===== config.mk =====
export PLATFORM = sky130hd
export DESIGN_NAME = websocket_frame_serializer
export DESIGN_NICKNAME = d
export VERILOG_FILES = /design/src/hdl/wsfs_pkg.sv /design/src/hdl/wsfs_front.sv /design/src/hdl/wsfs_queue.sv /design/src/hdl/wsfs_back.sv /design/src/hdl/websocket_frame_serializer.sv
export SDC_FILE = /design/constraint.sdc
export NUM_CORES = 1
export LEC_CHECK = 0
export BUFFER_PORTS_ARGS = -buffer_cell sky130_fd_sc_hd__clkbuf_2
export CORE_UTILIZATION = 40
export DETAILED_ROUTE_END_ITERATION = 8
export GPL_TIMING_DRIVEN = 0
export PLACE_DENSITY_LB_ADDON = 0.08
export SLEW_MARGIN = 30
export SYNTH_ARGS = -nofsm -noshare
export SYNTH_HDL_FRONTEND = slang
export SYNTH_HIERARCHICAL = 1
export SYNTH_SLANG_ARGS = --single-unit

===== constraint.sdc =====
create_clock -name clock -period 9.65 [get_ports clock]
set_input_delay 1.93 -clock clock [delete_from_list [all_inputs] [get_ports clock]]
set_output_delay 1.93 -clock clock [all_outputs]
set_load 0.005 [all_outputs]

===== src/hdl/wsfs_pkg.sv =====
`timescale 1ns / 1ps
package wsfs_pkg;

   localparam int HDR_MAX_BYTES   = 14;
   localparam int STEP_W          = $clog2(HDR_MAX_BYTES);
   localparam int QUEUE_DEPTH_DEF = 4;

   localparam logic       REQ_HEADER  = 1'b0;
   localparam logic       REQ_PAYLOAD = 1'b1;
   localparam logic [6:0] LEN_CODE_16 = 7'd126;
   localparam logic [6:0] LEN_CODE_64 = 7'd127;

   typedef logic [HDR_MAX_BYTES-1:0][7:0] byte_run_type;

   typedef struct packed {
      byte_run_type      bytes;
      logic [STEP_W-1:0] last_idx;
      logic              frame_end;
   } wsfs_entry_type;

   typedef struct packed {
      logic full;
      logic empty;
   } wsfs_queue_status_type;

endpackage


===== src/hdl/wsfs_front.sv =====
`timescale 1ns / 1ps
module wsfs_front
   import wsfs_pkg::*;
(
   input  logic                  clock,
   input  logic                  reset,
   input  logic                  req_valid,
   output logic                  req_stall,
   input  logic                  req_type,
   input  logic                  req_fin_bit,
   input  logic [2:0]            req_rsv_bits,
   input  logic [3:0]            req_frame_opcode,
   input  logic [6:0]            req_length_code,
   input  logic                  req_mask_enable,
   input  logic [31:0]           req_mask_key,
   input  logic [63:0]           req_payload_length,
   input  logic [7:0]            req_payload_byte,
   input  logic                  req_payload_last,
   input  wsfs_queue_status_type q_status,
   output logic                  push,
   output wsfs_entry_type        push_entry
);

   logic [31:0] held_key_ff, held_key_in;
   logic [1:0]  key_idx_ff, key_idx_in;
   logic        masking_on_ff, masking_on_in;
   logic        accept;
   logic [7:0]  key_sel;
   logic [3:0]  ext_n;
   logic [63:0] plen;
   logic [31:0] key;

   assign req_stall = q_status.full;
   assign accept    = req_valid && !q_status.full;
   assign push      = accept;
   assign plen      = req_payload_length;
   assign key       = req_mask_key;

   always_comb begin
      case (key_idx_ff)
         2'd0:    key_sel = held_key_ff[31:24];
         2'd1:    key_sel = held_key_ff[23:16];
         2'd2:    key_sel = held_key_ff[15:8];
         default: key_sel = held_key_ff[7:0];
      endcase
   end

   always_comb begin
      push_entry = '0;
      ext_n      = 4'd0;
      if (req_type == REQ_HEADER) begin
         push_entry.bytes[0] = {req_fin_bit, req_rsv_bits, req_frame_opcode};
         push_entry.bytes[1] = {req_mask_enable, req_length_code};
         case (req_length_code)
            LEN_CODE_16: begin
               ext_n = 4'd2;
               push_entry.bytes[2] = plen[15:8];
               push_entry.bytes[3] = plen[7:0];
               push_entry.bytes[4] = key[31:24];
               push_entry.bytes[5] = key[23:16];
               push_entry.bytes[6] = key[15:8];
               push_entry.bytes[7] = key[7:0];
            end
            LEN_CODE_64: begin
               ext_n = 4'd8;
               push_entry.bytes[2]  = plen[63:56];
               push_entry.bytes[3]  = plen[55:48];
               push_entry.bytes[4]  = plen[47:40];
               push_entry.bytes[5]  = plen[39:32];
               push_entry.bytes[6]  = plen[31:24];
               push_entry.bytes[7]  = plen[23:16];
               push_entry.bytes[8]  = plen[15:8];
               push_entry.bytes[9]  = plen[7:0];
               push_entry.bytes[10] = key[31:24];
               push_entry.bytes[11] = key[23:16];
               push_entry.bytes[12] = key[15:8];
               push_entry.bytes[13] = key[7:0];
            end
            default: begin
               ext_n = 4'd0;
               push_entry.bytes[2] = key[31:24];
               push_entry.bytes[3] = key[23:16];
               push_entry.bytes[4] = key[15:8];
               push_entry.bytes[5] = key[7:0];
            end
         endcase
         push_entry.last_idx  = STEP_W'(4'd1 + ext_n + (req_mask_enable ? 4'd4 : 4'd0));
         push_entry.frame_end = 1'b0;
      end else begin
         push_entry.bytes[0]  = masking_on_ff ? (req_payload_byte ^ key_sel) : req_payload_byte;
         push_entry.last_idx  = '0;
         push_entry.frame_end = req_payload_last;
      end
   end

   always_comb begin
      held_key_in   = held_key_ff;
      key_idx_in    = key_idx_ff;
      masking_on_in = masking_on_ff;
      if (accept) begin
         if (req_type == REQ_HEADER) begin
            held_key_in   = req_mask_key;
            key_idx_in    = 2'd0;
            masking_on_in = req_mask_enable;
         end else if (masking_on_ff) begin
            key_idx_in = key_idx_ff + 2'd1;
         end
      end
   end

   always_ff @(posedge clock) begin
      if (reset) begin
         held_key_ff   <= '0;
         key_idx_ff    <= '0;
         masking_on_ff <= 1'b0;
      end else begin
         held_key_ff   <= held_key_in;
         key_idx_ff    <= key_idx_in;
         masking_on_ff <= masking_on_in;
      end
   end

endmodule


===== src/hdl/wsfs_queue.sv =====
`timescale 1ns / 1ps
module wsfs_queue
   import wsfs_pkg::*;
#(
   parameter int DEPTH = QUEUE_DEPTH_DEF
) (
   input  logic                  clock,
   input  logic                  reset,
   input  logic                  push,
   input  wsfs_entry_type        push_entry,
   input  logic                  pop,
   output wsfs_entry_type        head_entry,
   output wsfs_queue_status_type status
);

   localparam int PW = $clog2(DEPTH);
   localparam int CW = $clog2(DEPTH + 1);

   wsfs_entry_type slot_ff [DEPTH];
   logic [PW-1:0]  wr_ptr_ff, wr_ptr_in;
   logic [PW-1:0]  rd_ptr_ff, rd_ptr_in;
   logic [CW-1:0]  count_ff, count_in;
   logic           do_push, do_pop;

   assign status.full  = (count_ff == CW'(DEPTH));
   assign status.empty = (count_ff == '0);
   assign do_push      = push && !status.full;
   assign do_pop       = pop && !status.empty;
   assign head_entry   = slot_ff[rd_ptr_ff];

   always_comb begin
      wr_ptr_in = wr_ptr_ff;
      rd_ptr_in = rd_ptr_ff;
      count_in  = count_ff;
      if (do_push) begin
         wr_ptr_in = (wr_ptr_ff == PW'(DEPTH - 1)) ? '0 : wr_ptr_ff + 1'b1;
      end
      if (do_pop) begin
         rd_ptr_in = (rd_ptr_ff == PW'(DEPTH - 1)) ? '0 : rd_ptr_ff + 1'b1;
      end
      case ({do_push, do_pop})
         2'b10:   count_in = count_ff + 1'b1;
         2'b01:   count_in = count_ff - 1'b1;
         default: count_in = count_ff;
      endcase
   end

   always_ff @(posedge clock) begin
      if (do_push) begin
         slot_ff[wr_ptr_ff] <= push_entry;
      end
   end

   always_ff @(posedge clock) begin
      if (reset) begin
         wr_ptr_ff <= '0;
         rd_ptr_ff <= '0;
         count_ff  <= '0;
      end else begin
         wr_ptr_ff <= wr_ptr_in;
         rd_ptr_ff <= rd_ptr_in;
         count_ff  <= count_in;
      end
   end

endmodule


===== src/hdl/wsfs_back.sv =====
`timescale 1ns / 1ps
module wsfs_back
   import wsfs_pkg::*;
(
   input  logic                  clock,
   input  logic                  reset,
   input  wsfs_entry_type        head_entry,
   input  wsfs_queue_status_type q_status,
   output logic                  pop,
   output logic                  rsp_valid,
   input  logic                  rsp_stall,
   output logic [7:0]            rsp_out_byte,
   output logic                  rsp_run_last,
   output logic                  rsp_frame_end
);

   logic [STEP_W-1:0] step_ff, step_in;
   logic              valid_ff, valid_in;
   logic [7:0]        byte_ff, byte_in;
   logic              run_last_ff, run_last_in;
   logic              frame_end_ff, frame_end_in;
   logic              out_free;
   logic              emit;
   logic              at_last;

   assign out_free = !valid_ff || !rsp_stall;
   assign emit     = out_free && !q_status.empty;
   assign at_last  = (step_ff == head_entry.last_idx);
   assign pop      = emit && at_last;

   always_comb begin
      step_in      = step_ff;
      valid_in     = valid_ff;
      byte_in      = byte_ff;
      run_last_in  = run_last_ff;
      frame_end_in = frame_end_ff;
      if (emit) begin
         valid_in     = 1'b1;
         byte_in      = head_entry.bytes[step_ff];
         run_last_in  = at_last;
         frame_end_in = at_last && head_entry.frame_end;
         step_in      = at_last ? '0 : step_ff + 1'b1;
      end else if (out_free) begin
         valid_in = 1'b0;
      end
   end

   always_ff @(posedge clock) begin
      byte_ff      <= byte_in;
      run_last_ff  <= run_last_in;
      frame_end_ff <= frame_end_in;
   end

   always_ff @(posedge clock) begin
      if (reset) begin
         step_ff  <= '0;
         valid_ff <= 1'b0;
      end else begin
         step_ff  <= step_in;
         valid_ff <= valid_in;
      end
   end

   assign rsp_valid     = valid_ff;
   assign rsp_out_byte  = byte_ff;
   assign rsp_run_last  = run_last_ff;
   assign rsp_frame_end = frame_end_ff;

endmodule


===== src/hdl/websocket_frame_serializer.sv =====
`timescale 1ns / 1ps
// an accepted item goes into a queue slot; its bytes leave via the output register
// one output byte per cycle from the single output register while rsp_stall is low
//   and the queue is not empty; a payload item is 1 byte, a header 2 to 14 bytes
// the queue of QUEUE_DEPTH items lets the input keep accepting while a header drains
// synchronous active-high reset clears key state, queue and output valid
module websocket_frame_serializer
   import wsfs_pkg::*;
#(
   parameter int QUEUE_DEPTH = QUEUE_DEPTH_DEF
) (
   input  logic        clock,
   input  logic        reset,
   input  logic        req_valid,
   output logic        req_stall,
   input  logic        req_type,
   input  logic        req_fin_bit,
   input  logic [2:0]  req_rsv_bits,
   input  logic [3:0]  req_frame_opcode,
   input  logic [6:0]  req_length_code,
   input  logic        req_mask_enable,
   input  logic [31:0] req_mask_key,
   input  logic [63:0] req_payload_length,
   input  logic [7:0]  req_payload_byte,
   input  logic        req_payload_last,
   output logic        rsp_valid,
   input  logic        rsp_stall,
   output logic [7:0]  rsp_out_byte,
   output logic        rsp_run_last,
   output logic        rsp_frame_end
);

   wsfs_queue_status_type q_status;
   wsfs_entry_type        push_entry;
   wsfs_entry_type        head_entry;
   logic                  push;
   logic                  pop;

   wsfs_front u_front (
      .clock              (clock),
      .reset              (reset),
      .req_valid          (req_valid),
      .req_stall          (req_stall),
      .req_type           (req_type),
      .req_fin_bit        (req_fin_bit),
      .req_rsv_bits       (req_rsv_bits),
      .req_frame_opcode   (req_frame_opcode),
      .req_length_code    (req_length_code),
      .req_mask_enable    (req_mask_enable),
      .req_mask_key       (req_mask_key),
      .req_payload_length (req_payload_length),
      .req_payload_byte   (req_payload_byte),
      .req_payload_last   (req_payload_last),
      .q_status           (q_status),
      .push               (push),
      .push_entry         (push_entry)
   );

   wsfs_queue #(
      .DEPTH (QUEUE_DEPTH)
   ) u_queue (
      .clock      (clock),
      .reset      (reset),
      .push       (push),
      .push_entry (push_entry),
      .pop        (pop),
      .head_entry (head_entry),
      .status     (q_status)
   );

   wsfs_back u_back (
      .clock         (clock),
      .reset         (reset),
      .head_entry    (head_entry),
      .q_status      (q_status),
      .pop           (pop),
      .rsp_valid     (rsp_valid),
      .rsp_stall     (rsp_stall),
      .rsp_out_byte  (rsp_out_byte),
      .rsp_run_last  (rsp_run_last),
      .rsp_frame_end (rsp_frame_end)
   );

endmodule


### Word-level counts from Yosys, hierarchy flattened

Memory sizes are Yosys's and may differ from the RTL's. A register that Yosys moved wholly into a read port is not among the register bits.
Cells that the tools add are included.

| word-level totals | value |
|---|---|
| ROM bits | 0 |
| input port bits | 126 |
| output and inout port bits | 12 |
| memories | 1 |
| bits in latches | 0 |
| memory bits (writable) | 468 |
| word-level logic and storage cells | 75 |
| flip-flop bits (word level) | 57 |

Memory list:

| name | depth | width | read ports | clocked after Yosys merged registers in | wr ports | line | source |
|---|---|---|---|---|---|---|---|
| u_queue.slot_ff | 4 | 117 | 1 | 1 | 1 | wsfs_queue.sv:19 | `wsfs_entry_type slot_ff [DEPTH];` |

| operators by class | value |
|---|---|
| eq/ne operators | 11 |
| bitwise logic cells | 2 |
| mux-type cells | 24 |
| shift operators | 0 |
| reductions and logical operators | 17 |
| $lt $le $gt $ge | 1 |
| divide/modulo/power cells | 0 |
| add/subtract/negate cells | 8 |
| $mul | 0 |

Operators by type and width:

| kind | count |
|---|---|
| 104-bit 2-to-1 mux | 1 |
| 32-bit case mux with 2 select lines | 1 |
| 48-bit 2-to-1 mux | 1 |
| 8-bit binary-select mux with 4-bit select | 1 |
| 16-bit case mux with 2 select lines | 1 |
| 8-bit case mux with 3 select lines | 1 |
| 8-bit 2-to-1 mux | 2 |
| 7-bit == test, second input constant | 2 |
| 13-bit 2-to-1 mux | 1 |
| 2-bit 2-to-1 mux | 6 |
| 2-bit == test, second input constant | 4 |
| 4-bit 2-to-1 mux | 2 |
| 4-bit case mux with 2 select lines | 1 |
| 8-bit XOR | 1 |
| 2-bit by 1-bit adder with 2-bit output, second input constant | 3 |
| 1-bit logical AND | 6 |
| 3-bit case mux with 2 select lines | 1 |
| 4-bit by 5-bit < comparator with 1-bit output, second input constant | 1 |
| 1-bit by 4-bit adder with 4-bit output, first input constant | 1 |
| 4-bit by 1-bit adder with 4-bit output, second input constant | 1 |
| 4-bit adder | 1 |
| 2-bit by 1-bit == test with 1-bit output, second input constant | 2 |
| 4-bit == test | 1 |
| 1-bit logical NOT | 4 |
| other kinds (12) | 17 |

### Depth between registers and ports, before layout

| logic depth | value |
|---|---|
| depth after elaboration | 7 |
| mapped depth | 14 |
| gate-level depth less buffers | 12 |

### By module

The synthesis kept the hierarchy.

Modules (own cells, without submodules):

| module | cells each | instances | area an instance (µm²) |
|---|---|---|---|
| wsfs_queue | 665 | 1 | 17,341.6 |
| wsfs_front | 445 | 1 | 3,189.3 |
| wsfs_back | 134 | 1 | 1,549.0 |

### Worst setup path before layout

Ideal clock, no wire load.

| timing | value |
|---|---|
| path kind | input-to-reg |
| start | input port req_valid |
| end | memory u_queue/slot_ff[0][0] (netlist bit) (enable) |
| setup time | 424 ps |
| path buffers | 0 |
| setup slack | 5,444 ps |
| cell stages on the path | 2 |
| arrival | 3,782 ps |
| cell sequence | nor2b_2 > and3_2 |

| on the way | value |
|---|---|
| word-level cells in the longest chain between the ends | 4 |

RTL lines:

| what | line | source |
|---|---|---|
| start: declaration | websocket_frame_serializer.sv:14 | `input logic req_valid,` |
| 1-bit logical AND | wsfs_front.sv:34 | `assign accept = req_valid && !q_status.full;` |
| 1-bit logical AND | wsfs_queue.sv:27 | `assign do_push = push && !status.full;` |
| 1-bit 2-to-1 mux | wsfs_queue.sv:49 | `if (do_push) begin` |
| 1-bit 2-to-1 mux (implied by the code) | wsfs_queue.sv:50 | `slot_ff[wr_ptr_ff] <= push_entry;` |
| end: declaration | wsfs_queue.sv:19 |  |

Every way passes these cells.

==> flow_summary.toml <==
[critical_path]
r2r_slack_ns = 5.50
start_kind = "flop"
critPathArrivalTime_ns = 4.67
crit_fanout = 10
path_class = "flop to flop"
end_kind = "flop"
required_ns = 10.17

[pwr]
power.internal_mw = 4.043
power_frac_seq_pct = 50.3
p_comb_share_pct = 9.8
peakVddDrop_uv = 123.3
swShare_pct = 22.96
power_density_nw_per_um2 = 204.3
p_switching_mw = 1.205
clkPwrFrac_pct = 39.9
p_leak_nw = 8.535

[sta]
rsz0062_at_grt = "false"
setup_viol = 0
hold_violations = 0
fin_skew_ns = 0.01993
holdWs_ns = 0.4594
fin_crit_sh_pct = 43.01
tightest_slew_ns = 0.8117
slew_headroom_pct = 45.89
min_period_ns = 4.151
fmax_mhz = 240.9
timing.setup.tns_ns = 0
slew_violations = 0

[route]
dr_wl_met3_um = 2979
drc_errors = 0
wl_per_cell_um = 28.14
dr.pass1.iters = 7
drtIter0Drc = 1021
vias = 12171
totalWireLength_um = 61570
met2RoutedLength_um = 29690
ant_nets = 0
viasPerCell = 5.563
highest-signal-layer = "met5"
met1_length_um = 27550

[global_route]
grt-ovfl-total = 0
grt_pass1_wl_um = 88830
grt_max_degree = 38
antenna_found_initial = 1
grt_pass1_vias = 12512
grt_use_total_pct = 22.39

[final_layout]
antenna_cells = 0
fill_cells = 4623
regArea_um2 = 15330
multi_input_area_um2 = 6158
drive_above_1_share_pct = 29.89
final_nets = 1586
fin_area_um2 = 25690
area_growth_pct = 16.35

[synth]
seq_area_frac_synth_pct = 69.45
postSynthAreaPerCell_um2 = 17.75
syn_inst = 1244
async_flop_share_pct = 0
ys.flop_type = "edfxtp_1"
synth_edf_count = 478
syn-num-nets = 1382
synth_cell_types = 54
yosys_warnings = 6
synth_area_um2 = 22080
synth-seq-cells = 527

[placed_design]
dpl_cell_area_um2 = 23930
dp.final_hpwl_um = 43730
place.gp.congestion = 0.8232
port-buffer-count = 135

[clock_network]
clk_pin_slew_ns = 0.06
htree_num_levels = 2
clock-sinks = 527
cts_buffer_depth = 3
cts_resized = 0
cts_hold_buffers = 0
cts_tree = "done"
cts-root-buf = "clkbuf_16"
post_cts_buffers = 0
clk_latency_ns = 0.60
cts_buffers = 55

[floorplan]
die_w_um = 236.9
die_y_um = 236.9
die_area_um2 = 56140
core_area_um2 = 54130
rows = 85
start_util_pct = 40.79
pin_count = 138

[outcome]
outcome = "complete, no violations"

[worst_hold_path]
hp-class = "flop to flop"

[job]
drv_cap = 0
-- stage by stage --
stage               power, mW  instances  utilization, %  setup WS (ns)
global placement        3.197       2075           43.65          3.777
floorplan               2.972       1244               -          5.444
global route            5.417       2188           47.46          5.251
CTS                     5.299       2188           47.46          5.408
detailed placement      3.210       2087           44.20          4.956
finish                  5.247       2188           47.46          5.499
-- power groups by stage --
stage                     registers, mW  logic [mW]  clock network (mW)
after floorplan                    2.68       0.289                   0
after global placement             2.70       0.499                   0
after detailed placement           2.69       0.521                   0
after CTS                          2.64       0.522                2.14
after global routing               2.65       0.545                2.22
final                              2.64       0.515                2.09
-- path summary, 6_finish.rpt --
| path | startpoint | endpoint | depth (start not counted) |
|---|---|---|---|
| max | flop | u_queue/count_ff[2] | 14 |
| min | u_front/held_key_ff[31] | u_front/held_key_ff[31] | 2 |
| max reg2reg | flop | u_queue/count_ff[2] | 14 |
| min reg2reg | u_front/held_key_ff[31] | u_front/held_key_ff[31] | 2 |
-- routing by layer --
layer	vias to the layer above	GRT usage, %
li1	5348	-
met1	6410	31.76
met2	337	36.40
met3	74	3.054
met4	2	5.864
met5	-	0
-- synth_stat cells (2+ instances only) --
master      n  share of area (%)
buf_1       2              0.034
buf_6       9               0.46
a21oi_2     2              0.079
xnor2_1     8               0.32
buf_2      31               0.70
ha_1       11               0.62
inv_2       3              0.051
mux4_2    136                 14
nor2b_1     8               0.23
a22oi_1     8               0.27
a211oi_1   32                1.1
nand2_1    76                1.3
inv_1      19               0.32
nand4_1     3              0.085
a21oi_1    63                1.4
nor3_1      2              0.045
mux2i_1    70                3.2
or3_1       2              0.057
o21ai_0     7               0.16
nand2b_1    2              0.057
xor2_1      4               0.16
dfxtp_1    49                4.4
clkbuf_1   22               0.37
o22ai_1     5               0.14
edfxtp_1  478                 65
nand3b_1    2              0.068
a221oi_2    8               0.54
clkbuf_2    2              0.045
and3_2      5               0.17
o32ai_1     5               0.20
o21ai_1     9               0.20
and3_1     16               0.45
nor2_1     67                1.1
xor2_2      2               0.15
nand3_1     3              0.068
buf_4      19               0.65
and2_1     37                1.0
-- cell type report --
class	count	share of cell area, %
buffer	86	2.026
clock buffer	68	5.547
clock inverter	33	1.310
inverter	22	0.3214
multi-input combinational	609	23.97
sequential	527	59.69
tap	696	3.390
timing repair buffer	147	3.741
-- placed cells by master (no fill, tap or decap), types with 5 or more instances in the layout --
cell / netlist / layout
buf_12: 1 / 7
inv_1: 19 / 19
clkbuf_1: 22 / 34
edfxtp_1: 478 / 478
dfxtp_1: 49 / 49
mux2i_1: 70 / 70
nor2_1: 67 / 67
o32ai_1: 5 / 5
a221oi_2: 8 / 8
buf_16: 0 / 6
nor2b_1: 8 / 8
buf_6: 9 / 9
ha_1: 11 / 11
nand2_1: 76 / 76
mux4_2: 136 / 136
o22ai_1: 5 / 5
xnor2_1: 8 / 8
clkbuf_2: 2 / 138
buf_4: 19 / 19
o21ai_0: 7 / 7
and3_1: 16 / 16
and2_1: 37 / 37
o21ai_1: 9 / 9
clkinv_1: 0 / 14
clkbuf_16: 0 / 55
a22oi_1: 8 / 8
buf_2: 31 / 31
a211oi_1: 32 / 32
clkinv_2: 0 / 6
a21oi_1: 63 / 63
bufinv_16: 0 / 7
-- state kept, by name, indices dropped and copies added, names as in the netlist, 2 cells and up, named ones only --
register             flops
u_front/key_idx_ff       2
u_queue/wr_ptr_ff        2
u_queue/rd_ptr_ff        2
u_front/held_key_ff     32
u_queue/slot_ff        468
u_back/rsp_out_byte      8
u_queue/count_ff         3
u_back/step_ff           4
-- cells by family after synthesis --
logic type / count (synthesis) / synth area share, %
adder cells (fa/ha/maj): 12 / 0.7140
flip-flops: 527 / 69.45
AND/OR/NAND/NOR: 232 / 5.089
buffers and inverters: 108 / 2.726
AO/OA/AOI/OAI: 145 / 4.352
multiplexers: 206 / 17.05
XOR/XNOR: 14 / 0.6233
-- critical path: stages, from the launching register on --
cell	delay [ns]
dfxtp_1	0.30
buf_2	0.29
buf_2	0.45
mux4_2	0.42
xor2_2	0.19
nor4_4	0.60
and2_1	0.27
o31ai_1	0.14
inv_1	0.09
ha_1	0.17
inv_1	0.06
fa_1	0.37
xor2_1	0.16
or3_2	0.40
a21oi_1	0.14
(Power assumes the default switching activity.)
